$ cat src/rtl/srr_pkg.sv
// Shared types and constants for the simplex rank/unrank block.
// Depends on nothing; every file of the block but srr_ram imports it.
`default_nettype none

package srr_pkg;

	// Defaults for the top-level parameters.
	localparam int MAX_POINTS_DEF   = 256;
	localparam int MAX_VERTICES_DEF = 8;
	localparam int INDEX_WIDTH_DEF  = 50;

	// Fixed field widths of the channels.
	localparam int VERTEX_W = 8;
	localparam int CODE_W   = 50;
	localparam int DIM_W    = 3;
	localparam int PC_W     = 9;

	// Vertex count carried in a queued command (covers up to eight vertices).
	localparam int CNT_W = 4;

	// Width of one binomial entry: C(256,8) needs 49 bits.
	localparam int BINOM_W = 49;

	// Entries in the queue between the front and the back.
	localparam int QUEUE_DEPTH = 2;

	localparam logic [PC_W-1:0] PC_RESET = 9'd256;

	localparam logic KIND_ENCODE = 1'b0;
	localparam logic KIND_DECODE = 1'b1;

	typedef struct packed {
		logic                req_type;
		logic [VERTEX_W-1:0] vertex;
		logic                vertex_last;
		logic [CODE_W-1:0]   code_index;
		logic [DIM_W-1:0]    dimension;
	} req_t;

	typedef struct packed {
		logic                result_kind;
		logic [CODE_W-1:0]   index_out;
		logic [VERTEX_W-1:0] vertex_out;
		logic                result_last;
		logic                overflow;
	} res_t;

	// Classified command as it travels through the queue.
	typedef struct packed {
		logic                is_decode;
		logic [VERTEX_W-1:0] vertex;
		logic                last;
		logic [CODE_W-1:0]   code;
		logic [CNT_W-1:0]    count;
	} cmd_t;

endpackage

`default_nettype wire

$ cat src/rtl/srr_if.sv
// Channel interfaces of the simplex rank/unrank block: request, result, config.
// Depends on srr_pkg for the payload types and widths.
`default_nettype none


interface srr_res_if;
	import srr_pkg::*;
	logic valid;
	logic ready;
	res_t data;
	modport source (output valid, output data, input ready);
	modport sink (input valid, input data, output ready);
endinterface


`default_nettype wire

$ cat src/rtl/srr_back.sv
// Back end: runs encode accumulation and the greedy decode search on the table.
// Depends on srr_pkg and srr_if; reads rows from srr_table.
`default_nettype none

module srr_back #(
	parameter int MAX_POINTS   = srr_pkg::MAX_POINTS_DEF,
	parameter int MAX_VERTICES = srr_pkg::MAX_VERTICES_DEF,
	parameter int INDEX_WIDTH  = srr_pkg::INDEX_WIDTH_DEF,
	localparam int ADR_W = $clog2(MAX_POINTS + 1),
	localparam int ROW_W = (MAX_VERTICES + 1) * srr_pkg::BINOM_W
) (
	input  logic                     clk,
	input  logic                     arst_n,
	input  logic [srr_pkg::PC_W-1:0] point_count,
	input  logic                     cmd_valid,
	input  srr_pkg::cmd_t            cmd,
	output logic                     cmd_pop,
	output logic                     tbl_rd_en,
	output logic [ADR_W-1:0]         tbl_rd_addr,
	input  logic [ROW_W-1:0]         tbl_rd_row,
	srr_res_if.source                res
);
	import srr_pkg::*;

	localparam int KW    = $clog2(MAX_VERTICES + 1);
	localparam int DV_IW = (MAX_VERTICES > 1) ? $clog2(MAX_VERTICES) : 1;
	localparam int CW    = (INDEX_WIDTH > BINOM_W) ? INDEX_WIDTH : BINOM_W;

	typedef logic [MAX_VERTICES:0][BINOM_W-1:0] row_t;

	typedef enum logic [4:0] {
		ST_IDLE       = 5'b00001,
		ST_ENC_ADD    = 5'b00010,
		ST_DEC_START  = 5'b00100,
		ST_DEC_SEARCH = 5'b01000,
		ST_EMIT       = 5'b10000
	} state_t;

	state_t               state_q, state_d;
	logic [INDEX_WIDTH-1:0] acc_q, acc_d;
	logic [KW-1:0]        pos_q, pos_d;
	logic                 ovf_q, ovf_d;
	logic [VERTEX_W-1:0]  vtx_q, vtx_d;
	logic                 last_q, last_d;
	logic [INDEX_WIDTH-1:0] rem_q, rem_d;
	logic [BINOM_W-1:0]   sub_q, sub_d;
	logic [BINOM_W-1:0]   cur_b_q, cur_b_d;
	logic [VERTEX_W-1:0]  v_q, v_d;
	logic [KW-1:0]        step_q, step_d;
	logic [KW-1:0]        cnt_q, cnt_d;
	logic [DV_IW-1:0]     emit_q, emit_d;
	logic [VERTEX_W-1:0]  dv_q [MAX_VERTICES];
	logic                 out_valid_q;
	res_t                 out_q, out_d;
	logic                 out_we;

	row_t                 row;
	logic                 slot_free;
	logic                 enc_room;
	logic                 enc_hit;
	logic [KW-1:0]        enc_k;
	logic [BINOM_W-1:0]   enc_b;
	logic [INDEX_WIDTH-1:0] enc_acc;
	logic [KW-1:0]        enc_pos;
	logic                 enc_ovf;
	logic [BINOM_W-1:0]   srch_b;
	logic                 srch_ok;
	logic [VERTEX_W-1:0]  v_inc;
	logic                 emit_last;
	logic                 fin;
	logic [VERTEX_W-1:0]  fin_v;
	logic [BINOM_W-1:0]   fin_b;
	logic                 dv_we;
	logic [DV_IW-1:0]     dv_idx;

	// True when the search may try vertex v+1.
	function automatic logic can_step(logic [VERTEX_W-1:0] v, logic [PC_W-1:0] pc);
		int nxt;
		nxt = int'(v) + 1;
		return (nxt < int'(pc)) && (nxt < MAX_POINTS);
	endfunction

	assign row       = tbl_rd_row;
	assign slot_free = !out_valid_q || res.ready;

	// Encode: C(vertex, position+1), zero beyond the point count.
	assign enc_room = int'(pos_q) < MAX_VERTICES;
	assign enc_hit  = ({1'b0, vtx_q} <= point_count) && (int'(vtx_q) <= MAX_POINTS);
	assign enc_k    = enc_room ? KW'(pos_q + 1'b1) : '0;
	assign enc_b    = (enc_room && enc_hit) ? row[enc_k] : '0;
	assign enc_acc  = INDEX_WIDTH'(CW'(acc_q) + CW'(enc_b));
	assign enc_pos  = enc_room ? KW'(pos_q + 1'b1) : pos_q;
	assign enc_ovf  = enc_room ? ovf_q : 1'b1;

	// Decode: the row for the candidate v+1 arrives while in the search state.
	assign srch_b    = row[step_q];
	assign srch_ok   = CW'(srch_b) <= CW'(rem_q);
	assign v_inc     = v_q + 1'b1;
	assign emit_last = (emit_q == DV_IW'(cnt_q - 1'b1));

	always_comb begin
		state_d     = state_q;
		acc_d       = acc_q;
		pos_d       = pos_q;
		ovf_d       = ovf_q;
		vtx_d       = vtx_q;
		last_d      = last_q;
		rem_d       = rem_q;
		sub_d       = sub_q;
		cur_b_d     = cur_b_q;
		v_d         = v_q;
		step_d      = step_q;
		cnt_d       = cnt_q;
		emit_d      = emit_q;
		out_d       = out_q;
		out_we      = 1'b0;
		cmd_pop     = 1'b0;
		tbl_rd_en   = 1'b0;
		tbl_rd_addr = '0;
		fin         = 1'b0;
		fin_v       = v_q;
		fin_b       = cur_b_q;
		dv_we       = 1'b0;
		dv_idx      = '0;

		unique case (state_q)
			ST_IDLE: begin
				if (cmd_valid) begin
					cmd_pop = 1'b1;
					if (cmd.is_decode) begin
						rem_d   = INDEX_WIDTH'(cmd.code);
						cnt_d   = KW'(cmd.count);
						step_d  = KW'(cmd.count);
						v_d     = VERTEX_W'(cmd.count - 1'b1);
						sub_d   = '0;
						state_d = ST_DEC_START;
					end else begin
						vtx_d       = cmd.vertex;
						last_d      = cmd.last;
						tbl_rd_en   = 1'b1;
						tbl_rd_addr = (int'(cmd.vertex) <= MAX_POINTS) ?
							ADR_W'(cmd.vertex) : '0;
						state_d     = ST_ENC_ADD;
					end
				end
			end
			ST_ENC_ADD: begin
				if (!last_q) begin
					acc_d   = enc_acc;
					pos_d   = enc_pos;
					ovf_d   = enc_ovf;
					state_d = ST_IDLE;
				end else if (slot_free) begin
					out_we            = 1'b1;
					out_d.result_kind = KIND_ENCODE;
					out_d.index_out   = CODE_W'(enc_acc);
					out_d.vertex_out  = '0;
					out_d.result_last = 1'b1;
					out_d.overflow    = enc_ovf;
					acc_d             = '0;
					pos_d             = '0;
					ovf_d             = 1'b0;
					state_d           = ST_IDLE;
				end
			end
			ST_DEC_START: begin
				// Take off the binomial chosen by the previous step.
				rem_d   = INDEX_WIDTH'(CW'(rem_q) - CW'(sub_q));
				cur_b_d = '0;
				if (can_step(v_q, point_count)) begin
					tbl_rd_en   = 1'b1;
					tbl_rd_addr = ADR_W'(v_inc);
					state_d     = ST_DEC_SEARCH;
				end else begin
					fin   = 1'b1;
					fin_v = v_q;
					fin_b = '0;
				end
			end
			ST_DEC_SEARCH: begin
				if (srch_ok) begin
					v_d     = v_inc;
					cur_b_d = srch_b;
					if (can_step(v_inc, point_count)) begin
						// Fetch the next candidate ahead of the compare.
						tbl_rd_en   = 1'b1;
						tbl_rd_addr = ADR_W'(v_inc + 1'b1);
					end else begin
						fin   = 1'b1;
						fin_v = v_inc;
						fin_b = srch_b;
					end
				end else begin
					fin   = 1'b1;
					fin_v = v_q;
					fin_b = cur_b_q;
				end
			end
			ST_EMIT: begin
				if (slot_free) begin
					out_we            = 1'b1;
					out_d.result_kind = KIND_DECODE;
					out_d.index_out   = '0;
					out_d.vertex_out  = dv_q[emit_q];
					out_d.result_last = emit_last;
					out_d.overflow    = 1'b0;
					if (emit_last) begin
						state_d = ST_IDLE;
					end else begin
						emit_d = emit_q + 1'b1;
					end
				end
			end
			default: begin
				state_d = ST_IDLE;
			end
		endcase

		// End of one search step: store the vertex and move to the next one down.
		if (fin) begin
			dv_we  = 1'b1;
			dv_idx = DV_IW'(step_q - 1'b1);
			sub_d  = fin_b;
			if (step_q == KW'(1)) begin
				emit_d  = '0;
				state_d = ST_EMIT;
			end else begin
				step_d  = step_q - 1'b1;
				v_d     = VERTEX_W'(step_q - KW'(2));
				state_d = ST_DEC_START;
			end
		end
	end

	always_ff @(posedge clk or negedge arst_n) begin
		if (!arst_n) begin
			state_q     <= ST_IDLE;
			acc_q       <= '0;
			pos_q       <= '0;
			ovf_q       <= 1'b0;
			step_q      <= '0;
			cnt_q       <= '0;
			emit_q      <= '0;
			out_valid_q <= 1'b0;
		end else begin
			state_q <= state_d;
			acc_q   <= acc_d;
			pos_q   <= pos_d;
			ovf_q   <= ovf_d;
			step_q  <= step_d;
			cnt_q   <= cnt_d;
			emit_q  <= emit_d;
			if (out_we) begin
				out_valid_q <= 1'b1;
			end else if (res.ready) begin
				out_valid_q <= 1'b0;
			end
		end
	end

	always_ff @(posedge clk) begin
		vtx_q   <= vtx_d;
		last_q  <= last_d;
		rem_q   <= rem_d;
		sub_q   <= sub_d;
		cur_b_q <= cur_b_d;
		v_q     <= v_d;
		out_q   <= out_d;
		if (dv_we) begin
			dv_q[dv_idx] <= fin_v;
		end
	end

	assign res.valid = out_valid_q;
	assign res.data  = out_q;

endmodule

`default_nettype wire

$ cat src/flat_wrapper.sv
// flat-port wrapper written by rule: the top's interface ports become plain ports
module srr_back_flat import srr_pkg::*;
#(
	parameter int MAX_POINTS   = srr_pkg::MAX_POINTS_DEF,
	parameter int MAX_VERTICES = srr_pkg::MAX_VERTICES_DEF,
	parameter int INDEX_WIDTH  = srr_pkg::INDEX_WIDTH_DEF,
	localparam int ADR_W = $clog2(MAX_POINTS + 1),
	localparam int ROW_W = (MAX_VERTICES + 1) * srr_pkg::BINOM_W
)
  (clk, arst_n, point_count, cmd_valid, cmd, cmd_pop, tbl_rd_en, tbl_rd_addr, tbl_rd_row, res_valid, res_data, res_ready);
  srr_res_if res_i ();
  input  logic clk;
  input  logic arst_n;
  input  logic [srr_pkg::PC_W-1:0] point_count;
  input  logic cmd_valid;
  input  srr_pkg::cmd_t cmd;
  output logic cmd_pop;
  output logic tbl_rd_en;
  output logic [ADR_W-1:0] tbl_rd_addr;
  input  logic [ROW_W-1:0] tbl_rd_row;
  output wire logic [$bits(res_i.valid)-1:0] res_valid;
  output wire logic [$bits(res_i.data)-1:0] res_data;
  input wire logic [$bits(res_i.ready)-1:0] res_ready;
  assign res_valid = res_i.valid;
  assign res_data = res_i.data;
  assign res_i.ready = res_ready;
  srr_back #(.MAX_POINTS(MAX_POINTS), .MAX_VERTICES(MAX_VERTICES), .INDEX_WIDTH(INDEX_WIDTH)) u_core (.clk(clk), .arst_n(arst_n), .point_count(point_count), .cmd_valid(cmd_valid), .cmd(cmd), .cmd_pop(cmd_pop), .tbl_rd_en(tbl_rd_en), .tbl_rd_addr(tbl_rd_addr), .tbl_rd_row(tbl_rd_row), .res(res_i));
endmodule
$ cat config.mk
export PLATFORM = sky130hd
export DESIGN_NAME = srr_back_flat
export DESIGN_NICKNAME = d
export VERILOG_FILES = /design/src/rtl/srr_pkg.sv /design/src/rtl/srr_if.sv /design/src/rtl/srr_back.sv /design/src/flat_wrapper.sv
export SDC_FILE = /design/constraint.sdc
export NUM_CORES = 1
export LEC_CHECK = 0
export BUFFER_PORTS_ARGS = -buffer_cell sky130_fd_sc_hd__buf_2
export CAP_MARGIN = 0
export CORE_ASPECT_RATIO = 1.25
export CORE_MARGIN = 2
export CORE_UTILIZATION = 31
export CTS_BUF_LIST = sky130_fd_sc_hd__clkbuf_4 sky130_fd_sc_hd__clkbuf_8
export DETAILED_ROUTE_END_ITERATION = 8
export PLACE_DENSITY = 0.5
export SYNTH_ARGS = -nofsm -noshare
export SYNTH_HDL_FRONTEND = slang
export SYNTH_SLANG_ARGS = --single-unit
$ cat constraint.sdc
create_clock -name clk -period 9.6 [get_ports clk]
set_clock_uncertainty 0.15 [all_clocks]
set_input_delay 0.48 -clock clk [delete_from_list [all_inputs] [get_ports clk]]
set_output_delay 0.48 -clock clk [all_outputs]
set_load 0.02 [all_outputs]
# [Yosys cells after proc, flatten, opt, wreduce, memory -nomap -nowiden]
# Memory sizes are Yosys's and may differ from the RTL's.
# Cells that the tools add are included.
[op_classes] addsub=12 mul=0 n_div=0 order_cmp=9 eq_ne=20 shifts=0 n_mux=87 bitwise=1 reduce_logical=22
[ops] operator="$mux 49" count=11
[ops] operator="$bmux 49 s4" count=2
[ops] operator="$mux 50" count=4
[ops] operator="$pmux 49 s2" count=2
[ops] operator="$mux 61" count=3
[ops] operator="$pmux 61 s2" count=1
[ops] operator="$pmux 50 s2" count=1
[ops] operator="$mux 8" count=10
[ops] operator="$lt 32x10->1" count=2
[ops] operator="$lt 32x10->1 const B" count=2
[ops] operator="$add 50x49->50" count=1
[ops] operator="$le 49x50->1" count=1
[ops] operator="$sub 50x49->50" count=1
[ops] operator="$mux 5" count=8
[ops] operator="$mux 4" count=9
[ops] operator="$add 8x1->9 const B" count=3
[ops] operator="$mux 9" count=3
[ops] operator="$pmux 9 s3" count=1
[ops] operator="$pmux 5 s5" count=1
[ops] operator="$mux 3" count=7
[ops] operator="$mux 1" count=20
[ops] operator="$pmux 8 s2" count=1
[ops] operator="$reduce_bool 2->1" count=8
[ops] operator="$reduce_and 3->1" count=5
[ops] operator="31 further kinds" count=44
[word_totals] reg_bits=297 latchBits=0 mem_bits_rw=64 mem_bits_ro=0 inputBits=518 out_inout_bits=73 elab_cells=171 n_memories=1
[memory_table] name="u_core.dv_q" words=8 width=8 read_ports=1 rd_clocked_by_memory_dff=0 wr=1 line="srr_back.sv:52" source="logic [VERTEX_W-1:0] dv_q [MAX_VERTICES];"

# [Depth between registers and ports, before layout]
# Gate-level depths: netlist (run 1).
[logic_depth] word_depth=10 mapped_depth=26 mapped_depth_nobuf=25

# [Least setup slack after synthesis (run 1)]
# Ideal clock, no wire load.
[synth_path] path_type="register to register" startpoint="register u_core.step_q[0]" endpoint="register u_core.sub_q[0], enable pin" setup_time_ns=0.591 arrival_ns=5.098 required_time_ns=8.859 slack_ns=3.762 stages_incl_launch_ff=18 path_buffers=5 period_less_slack_ns=5.838 path_cell_list="dfrtp_1 > clkbuf_1 > clkbuf_1 > buf_2 > mux4_2 > mux2i_1 > o21ai_0 > ha_1 > nand4_2 > nor4_4 > nand3_1 > or4_4 > nand2_1 > a21oi_1 > a211oi_2 > buf_2 > buf_2 > nand2_1"
[synth_between] elab_chain_cells=7 elab_cells_between_ends=9 cone_classes="order compare (1); mux (4); reduce/logical (4)"
[synth_lines] item="start, declared" line="srr_back.sv:49" source="logic [KW-1:0] step_q, step_d;"
[synth_lines] item="start signal, assigned" line="srr_back.sv:250" source="step_q <= step_d;"
[synth_lines] item="$bmux 49 s4 *" line="srr_back.sv:96" source="assign srch_b = row[step_q];"
[synth_lines] item="$mux 49 (not written as such) *" line="srr_back.sv:96"
[synth_lines] item="named net u_core.srch_b[32]" line="srr_back.sv:66" source="logic [BINOM_W-1:0] srch_b;"
[synth_lines] item="$le 49x50->1 *" line="srr_back.sv:97" source="assign srch_ok = CW'(srch_b) <= CW'(rem_q);"
[synth_lines] item="$mux 1 *" line="srr_back.sv:181" source="if (srch_ok) begin"
[synth_lines] item="$pmux 1 s2 *" line="srr_back.sv:126" source="unique case (state_q)"
[synth_lines] item="$reduce_bool 2->1 (no line)"
[synth_lines] item="$reduce_and 3->1 (no line) *"
[synth_lines] item="end signal, assigned" line="srr_back.sv:265" source="sub_q <= sub_d;"
[synth_lines] item="end, declared" line="srr_back.sv:46" source="logic [BINOM_W-1:0] sub_q, sub_d;"
# Mark *: on every way through the listed nets, which the timed path passes. The rest lies on a longest branch. The select of a mux whose other input is x is not followed.
# A chain may end at the register's enable or synchronous reset.

# [Final worst setup path (run 1)]
[layout_path] startpoint="register u_core.step_q[0]" endpoint="output port tbl_rd_addr[7]"
[layout_between] elab_chain_cells=5
[layout_lines] item="$bmux 49 s4" line="srr_back.sv:96"
[layout_lines] item="$mux 49 (not written as such)" line="srr_back.sv:96"
[layout_lines] item="named net u_core.srch_b[25]" line="srr_back.sv:66"
[layout_lines] item="$le 49x50->1" line="srr_back.sv:97"
[layout_lines] item="$mux 9" line="srr_back.sv:181"
[layout_lines] item="$pmux 9 s3" line="srr_back.sv:126"
[layout_lines] item="end, declared" line="flat_wrapper.sv:19" source="output logic [ADR_W-1:0] tbl_rd_addr;"
# The timed path passes the listed nets, and every way through them passes these cells. The select of a mux whose other input is x is not followed.

==> impl_metrics.ini, run 1 <==
[yosys]
synth_edf_count = 282
async_flop_share_pct = 19.7
avgSynthCellArea_sq_um = 8.81
postSynthCellCount = 3381
synth_ff_type = edfxtp_1
ys_seq_area_share_pct = 34.9
yosys_warnings = 0
synth_seq_cells = 361
syn-cell-area_sq_um = 29800
yosys.cell_types.count = 93
synth_nets = 4085

[layout]
final_cell_mix = buf_2, nand2_1, edfxtp_1
final_common_cell = buf_2
finalNetCount = 4586
final_util_pct = 37.5
syn_to_final_growth_pct = 20.3
design_area_sq_um = 35900
drive_gt1_share_pct = 23.3
fillCellCount = 10047

[power_and_ir_drop]
p_int_w = 0.00448
power_switching_w = 0.00363
switching_share_pct = 44.8
clkPwrFrac_pct = 20.3
seqPwrFrac_pct = 28.3
cellPowerDensity_nw_per_um2 = 226
p_comb_share_pct = 51.4
peakVddDrop_mv = 0.170
p_leak_nw = 15.1

[cts]
cts_tree = done
cts_root_buf = clkbuf_8
post-cts-setup-buffer-count = 0
cts_max_level = 3
clockBufferDepth = 3
cts_sinks = 361
clkSlewWorstSetupHoldPaths_ps = 70
clk_latency_ps = 690
cts_buffers = 66

[global_route]
grt_max_degree = 89
antenna_found_initial = 38
grt_pass1_vias = 28290
grt_pass1_wl_mm = 182
grt_usage_pct = 24.9
grt_overflow_total = 0

[floorplanning]
num_rows = 127
coreArea_sq_um = 95700
die_area_sq_um = 98600
fp.dieH_um = 351
dieWidth_um = 281
start_util_pct = 31.1
num_io_pins = 591

[sta]
worstMarginPinSlew_ps = 1270
fin_crit_sh_pct = 76.2
fin_tns_setup_ps = 0
max_freq_ghz = 0.137
rsz0062_at_grt = no
min_period_ps = 7310
hold_ws_ps = 41.9
max_slew_margin_pct = 14.6
final_hold_viol_count = 0
finalSetupViolations = 0
drv_slew = 0

[setup_path]
crit_arrival_ps = 6680
crit_family = compound AO/OA/AOI/OAI gates
cp-end-kind = primary output
startpoint_type = register
crit_buf_inv = 2
cpMaxStageDelayCell = nor4b_2
crit_fanout = 39
reg2reg_from = u_core.step_q[0]$_DFF_PN0_
crit_chain = nor4b_2 -> buf_4 -> nand2_1 -> o21ai_0 -> ha_1 -> nand2_1 -> o21ai_0 -> a221oi_1 -> a21boi_0 -> a2111oi_2 -> a21boi_4 -> nand2b_4 -> nor2_2 -> a221o_1 -> buf_2
rr_endpoint = u_core.dv_q[7][5]$_DFFE_PP_
reg2reg_slack_ps = 2490
ff2ff_path_depth = 15
crit_path_max_incr_delay_ps = 1070
cp.required_ps = 8970
criticalPathCategory = register to primary output

[routing]
drt_first_pass_iters = 6
drt_iter0_drc = 2296
avgRoutedWirePerCell_um = 24.2
detail-route-antenna-nets = 0
drc_errors = 0
routed_wl_mm = 127
vias_per_cell = 5.47
route.vias.total = 28761

[outcome]
status = finished clean

[placed_design]
hpwl_mm = 97.5
dpl_cell_area_sq_um = 33800
gp_congestion = 0.922
placement.io_buffers = 589

[worst_hold_path]
holdCritStartpoint = cmd[24]
min_to = u_core.rem_q[20]$_DFFE_PP_
hp-class = input port to register
hold_depth = 3

[job]
drv_cap = 0
-- how the worst max path moves through the flow --
stage,from,endpoint,depth (start not counted)
6_report,u_core.step_q[0]$_DFF_PN0_,tbl_rd_addr[7],15
3_3_place_gp,u_core.step_q[0]$_DFF_PN0_,u_core.dv_q[4][5]$_DFFE_PP_,15
5_1_grt,u_core.step_q[0]$_DFF_PN0_,tbl_rd_addr[4],16
4_1_cts,u_core.step_q[0]$_DFF_PN0_,tbl_rd_addr[7],15
3_5_place_dp,u_core.step_q[0]$_DFF_PN0_,u_core.sub_q[30]$_SDFFCE_PP0P_,15
2_1_floorplan,u_core.step_q[0]$_DFF_PN0_,u_core.sub_q[0]$_SDFFCE_PP0P_,17
-- logic make-up (layout without fill, tap and decap cells) --
kind of cell / Yosys count / after routing / share of synthesized area (%)
compound gates: 841 / 841 / 17.4
xor+xnor: 116 / 116 / 3.41
fa+ha+maj: 186 / 186 / 7.86
buf+inv: 389 / 942 / 5.04
flops: 361 / 361 / 34.9
mux: 174 / 174 / 10.6
other cells: 1 / 32 / 0.0126
simple gates: 1313 / 1313 / 20.7
-- registers in the layout, indices dropped and copies added, names as in the netlist --
name,count
u_core.state_q,5
u_core.ovf_q,1
u_core.step_q,4
u_core.vtx_q,8
u_core.last_q,1
u_core.rem_q,50
u_core.pos_q,4
u_core.sub_q,49
u_core.cur_b_q,49
u_core.acc_q,50
u_core.v_q,8
u_core.emit_q,3
u_core.cnt_q,3
u_core.dv_q,64
u_core.res.data,61
u_core.res.valid,1
-- Yosys cell counts, types with 9 or more instances --
master,number,area [sq um]
a21oi_1,238,1190
a21o_1,70,526
mux4_2,114,2570
nor2_1,256,961
o21ai_0,220,1100
a31oi_1,67,419
o22ai_1,10,62.6
o211ai_1,12,90.1
clkbuf_1,195,732
nand3_1,183,916
and3_1,11,68.8
a211oi_1,117,878
dfrtp_1,70,1750
and2_1,61,382
ha_1,184,2300
mux2i_1,59,591
o21a_1,14,105
o21ai_1,10,50.1
nand4_1,32,200
inv_1,142,533
nor3_1,79,395
xnor2_1,56,490
o31ai_1,15,113
or2_2,9,56.3
nand2b_1,21,131
edfxtp_1,282,8470
nand2_1,515,1930
buf_1,21,78.8
o21bai_1,13,97.6
buf_2,25,125
nor3b_1,99,743
xor2_1,60,526
nor2b_1,12,75.1
-- through the flow --
| stage | setup slack [ps] | total power (W) | instances |
|---|---|---|---|
| CTS | 2230 | 0.00815 | 5224 |
| finish | 2290 | 0.00812 | 5255 |
| detailed placement | 2600 | 0.00645 | 5050 |
| global placement | 2600 | 0.00644 | 5050 |
| floorplan | 3760 | 0.00506 | 3381 |
| global route | 1970 | 0.00863 | 5246 |
-- per-layer routing --
layer	vias to the layer above	part of all wire [%]	global-route usage, %
met5	-	0.042	0
li1	13414	-	-
met2	1199	46	39.4
met4	10	4.2	12.3
met1	13918	42	32.3
met3	220	7.2	5.27
-- power by group through the flow --
stage / combinational [W] / sequential (W) / clock (W)
2_1_floorplan: 0.00289 / 0.00217 / 0
3_3_place_gp: 0.00412 / 0.00232 / 0
3_5_place_dp: 0.00414 / 0.00232 / 0
4_1_cts: 0.00417 / 0.00229 / 0.00169
5_1_grt: 0.00456 / 0.00232 / 0.00175
6_report: 0.00418 / 0.00230 / 0.00164
-- worst min-delay path: cells and delay by family --
kind,cells,cell delay [ps]
simple gates,1,110
buf+inv,1,80
compound gates,1,100
-- cell type report --
type / instances / area [sq um] / share of cell area [%]
timing repair buffer: 676 / 3750 / 10.5
clock buffer: 89 / 1120 / 3.12
clock inverter: 31 / 310 / 0.865
multi-input combinational: 2631 / 18000 / 50.2
antenna: 31 / 77.6 / 0.216
sequential: 361 / 10400 / 29.1
tap: 1290 / 1610 / 4.50
inverter: 146 / 549 / 1.53
-- what timing repair did --
action / in CTS / in global routing
hold endpoints to repair: 84 / 0
resized for setup: 0 / 0
hold buffers: 54 / 0
Note: power is estimated with default switching activity, not from simulation.
==> run 2: changes to the inputs <==
--- a/config.mk
+++ b/config.mk
@@ -5,6 +5,7 @@
 export SDC_FILE = /design/constraint.sdc
 export NUM_CORES = 1
 export LEC_CHECK = 0
+export ABC_AREA = 1
 export BUFFER_PORTS_ARGS = -buffer_cell sky130_fd_sc_hd__buf_2
 export CAP_MARGIN = 0
 export CORE_ASPECT_RATIO = 1.25
@@ -12,7 +13,7 @@
 export CORE_UTILIZATION = 31
 export CTS_BUF_LIST = sky130_fd_sc_hd__clkbuf_4 sky130_fd_sc_hd__clkbuf_8
 export DETAILED_ROUTE_END_ITERATION = 8
-export PLACE_DENSITY = 0.5
+export PLACE_DENSITY = 0.51
 export SYNTH_ARGS = -nofsm -noshare
 export SYNTH_HDL_FRONTEND = slang
 export SYNTH_SLANG_ARGS = --single-unit
==> constraint.sdc (replaced) <==
create_clock -name clk -period 6.5 [get_ports clk]
set_clock_uncertainty 0.15 [all_clocks]
set_input_delay 0.325 -clock clk [delete_from_list [all_inputs] [get_ports clk]]
set_output_delay 0.325 -clock clk [all_outputs]
set_load 0.02 [all_outputs]
==> run 2 against run 1 <==
Synthesized cell count rose by 49%; hold slack gained 24 ps; largest cell class unchanged; count of clock-buffer cells in the layout is 8 higher; wire length grew 36%; via count rose by 33%; first-iteration DRC count rose by 57%; register-to-register slack got worse by 2200 ps.
==> impl_metrics.ini, run 2 <==
[layout]
syn_to_final_growth_pct = 20.8
drive_gt1_share_pct = 15.2
instances_no_fill = 7099
final_common_cell = nand2_1
fillCellCount = 11503
final_cell_mix = nand2_1, inv_1, buf_2
multi_input_area_sq_um = 19300
largest_register_ff_count = 64
regArea_sq_um = 10400
regMostFlops = u_core.dv_q
finalNetCount = 6314
design_area_sq_um = 40100

[job]
drv_cap = 0

[sta]
final_hold_viol_count = 0
fin_crit_sh_pct = 95.8
finalSetupViolations = 0
min_period_ps = 6220
max_slew_margin_pct = 22.8
max_freq_ghz = 0.161
fin_tns_setup_ps = 0
rsz0062_at_grt = no
worstMarginPinSlew_ps = 1160
drv_slew = 0
setup_slack_ps = 276

[global_route]
antenna_found_initial = 16
grt_max_degree = 111
grt_usage_pct = 30.3
grt_overflow_total = 0
grt_pass1_wl_mm = 244
grt_pass1_vias = 36156

[yosys]
synth_ff_type = edfxtp_1
synth_nets = 5742
yosys-top-cells-count = nand2_1, inv_1, nor2_1
syn-cell-area_sq_um = 33200
avgSynthCellArea_sq_um = 6.58
synth_edf_count = 282
synth_top_area_share_pct = 25.5
postSynthCellCount = 5038
async_flop_share_pct = 19.7
synth_seq_cells = 361
synth_area_leaders = edfxtp_1, nand2_1, o21ai_0, a21oi_1, inv_1
synth.most_common_cell = nand2_1
synth_area_leader_cell = edfxtp_1
yosys_warnings = 0
ys_seq_area_share_pct = 31.4
yosys.cell_types.count = 59

[worst_hold_path]
min_to = u_core.cur_b_q[40]$_SDFFCE_PN0P_
hp-class = input port to register
holdCritStartpoint = tbl_rd_row[432]
hold_depth = 5

[floorplanning]
coreArea_sq_um = 106000
fp.dieH_um = 370
num_rows = 134
dieWidth_um = 296
num_io_pins = 591
die_area_sq_um = 110000
start_util_pct = 31.1

[setup_path]
crit_arrival_ps = 6480
reg2reg_slack_ps = 280
rr_endpoint = u_core.res.data[51]$_SDFFCE_PP0P_
cpMaxStageDelayCell = nor2_4
criticalPathCategory = register to register
cp.required_ps = 6760
startpoint_type = register
crit_path_max_incr_delay_ps = 650
reg2reg_from = u_core.pos_q[0]$_DFFE_PN0P_
crit_top_cell = nor2_1
crit_chain = buf_4 -> nor2_4 -> inv_2 -> a21oi_1 -> o21ai_0 -> o21ai_0 -> a31oi_1 -> nor3_1 -> ha_1 -> nand2_1 -> nor2_1 -> inv_1 -> nor2_1 -> inv_1 -> nor2_1 -> nand3_1 -> nand3_1 -> nand2_1 -> inv_1 -> o21ai_0 -> nand2_1 -> nor2_1
cp-end-kind = register
ff2ff_path_depth = 22
crit_fanout = 51

[cts]
clk_latency_ps = 730
cts_sinks = 361
cts_root_buf = clkbuf_8
clkSlewWorstSetupHoldPaths_ps = 60
cts_buffers = 68
clockBufferDepth = 3
cts_max_level = 3
cts_tree = done

[routing]
drt_iter0_drc = 3594
avgRoutedWirePerCell_um = 24.3
top_layer = met5
wl_met3_mm = 15.0
detail-route-antenna-nets = 0
route.vias.total = 38174
drt_first_pass_iters = 7
routed_wl_mm = 172
wl_met1_mm = 69.0
routed-wl-met2_mm = 80.0
drc_errors = 0
vias_per_cell = 5.38

[power_and_ir_drop]
p_leak_nw = 18.8
peakVddDrop_mv = 0.409
power_w = 0.0204
cellPowerDensity_nw_per_um2 = 508

[placed_design]
hpwl_mm = 135
post-place-ws_ps = 350
dp.cells = 6889
gp_congestion = 1.00
placement.io_buffers = 589
dpl_cell_area_sq_um = 37800

[outcome]
status = finished clean
run 2: changes by cell type in the layout (fill, tap and decap cells not counted), moves of 42 or more:
cell and change:
nand2_1 +707, inv_1 +506, o21ai_0 +345, nor2_1 +321
a21oi_1 +255, mux4_2 -114, a211oi_1 -105, nor3b_1 -98
a221oi_1 +69, a21o_1 -62, mux2i_1 -59, and2_1 -56
o211ai_1 +51, buf_4 +42
run 2: final cells by class:
type / count / share of cell area [%]
antenna: 8 / 0.0500
clock buffer: 97 / 2.99
clock inverter: 26 / 0.731
inverter: 666 / 6.25
multi-input combinational: 3758 / 48.1
sequential: 361 / 26.0
tap: 1428 / 4.46
timing repair buffer: 755 / 11.4
run 2: how the worst max path moves through the flow:
stage / from / cells past startpoint / slack [ps] / end
after floorplan: u_core.step_q[0]$_DFF_PN0_ / 22 / 2050 / u_core.sub_q[0]$_SDFFCE_PP0P_
after global placement: u_core.pos_q[0]$_DFFE_PN0P_ / 22 / 370 / u_core.res.data[59]$_SDFFCE_PP0P_
after detailed placement: u_core.pos_q[0]$_DFFE_PN0P_ / 22 / 350 / u_core.res.data[59]$_SDFFCE_PP0P_
after CTS: u_core.pos_q[0]$_DFFE_PN0P_ / 22 / 330 / u_core.res.data[59]$_SDFFCE_PP0P_
after global routing: u_core.pos_q[0]$_DFFE_PN0P_ / 22 / 90 / u_core.res.data[51]$_SDFFCE_PP0P_
final: u_core.pos_q[0]$_DFFE_PN0P_ / 22 / 280 / u_core.res.data[51]$_SDFFCE_PP0P_
run 2: critical path, delay by kind of cell, from the launching register on:
family                   cells  cell delay, ps
AO/OA/AOI/OAI                5            1150
adder cells (fa/ha/maj)      1             340
buffers and inverters        5            1030
flip-flops                   1             410
AND/OR/NAND/NOR             11            2790
run 2: cell families (layout without fill, tap and decap cells):
family                   Yosys count  count (layout)  share of synthesized area, %
AND/OR/NAND/NOR                 2139            2139                          26.0
AO/OA/AOI/OAI                   1356            1356                          22.9
buffers and inverters            919            1544                          10.6
flip-flops                       361             361                          31.4
adder cells (fa/ha/maj)          186             186                          7.07
XOR/XNOR                          76              76                          2.01
other                              1               9                        0.0113
run 2: where the power goes:
part / switching, W / internal, W
combinational: 0.00998 / 0.00415
clock: 0.00119 / 0.00138
sequential: 0.000389 / 0.00327
total: 0.0116 / 0.00879
run 2: per-stage QoR:
step,util [%],hold WS [ps]
floorplan,-,-121
global placement,35.5,196
detailed placement,35.5,199
CTS,37.6,6.18
global route,37.6,90.9
finish,37.6,66.2
run 2: layer usage:
| layer | vias up | GRT usage [%] |
|---|---|---|
| li1 | 18010 | - |
| met1 | 17897 | 38.2 |
| met2 | 1917 | 49.8 |
| met3 | 338 | 6.37 |
| met4 | 12 | 12.9 |
| met5 | - | 0 |
run 2: repair_timing:
item                      4_1_cts  5_1_grt
buffers inserted                0        0
hold endpoints to repair      110        0
gates resized for setup         0        0
hold buffers                   79        0
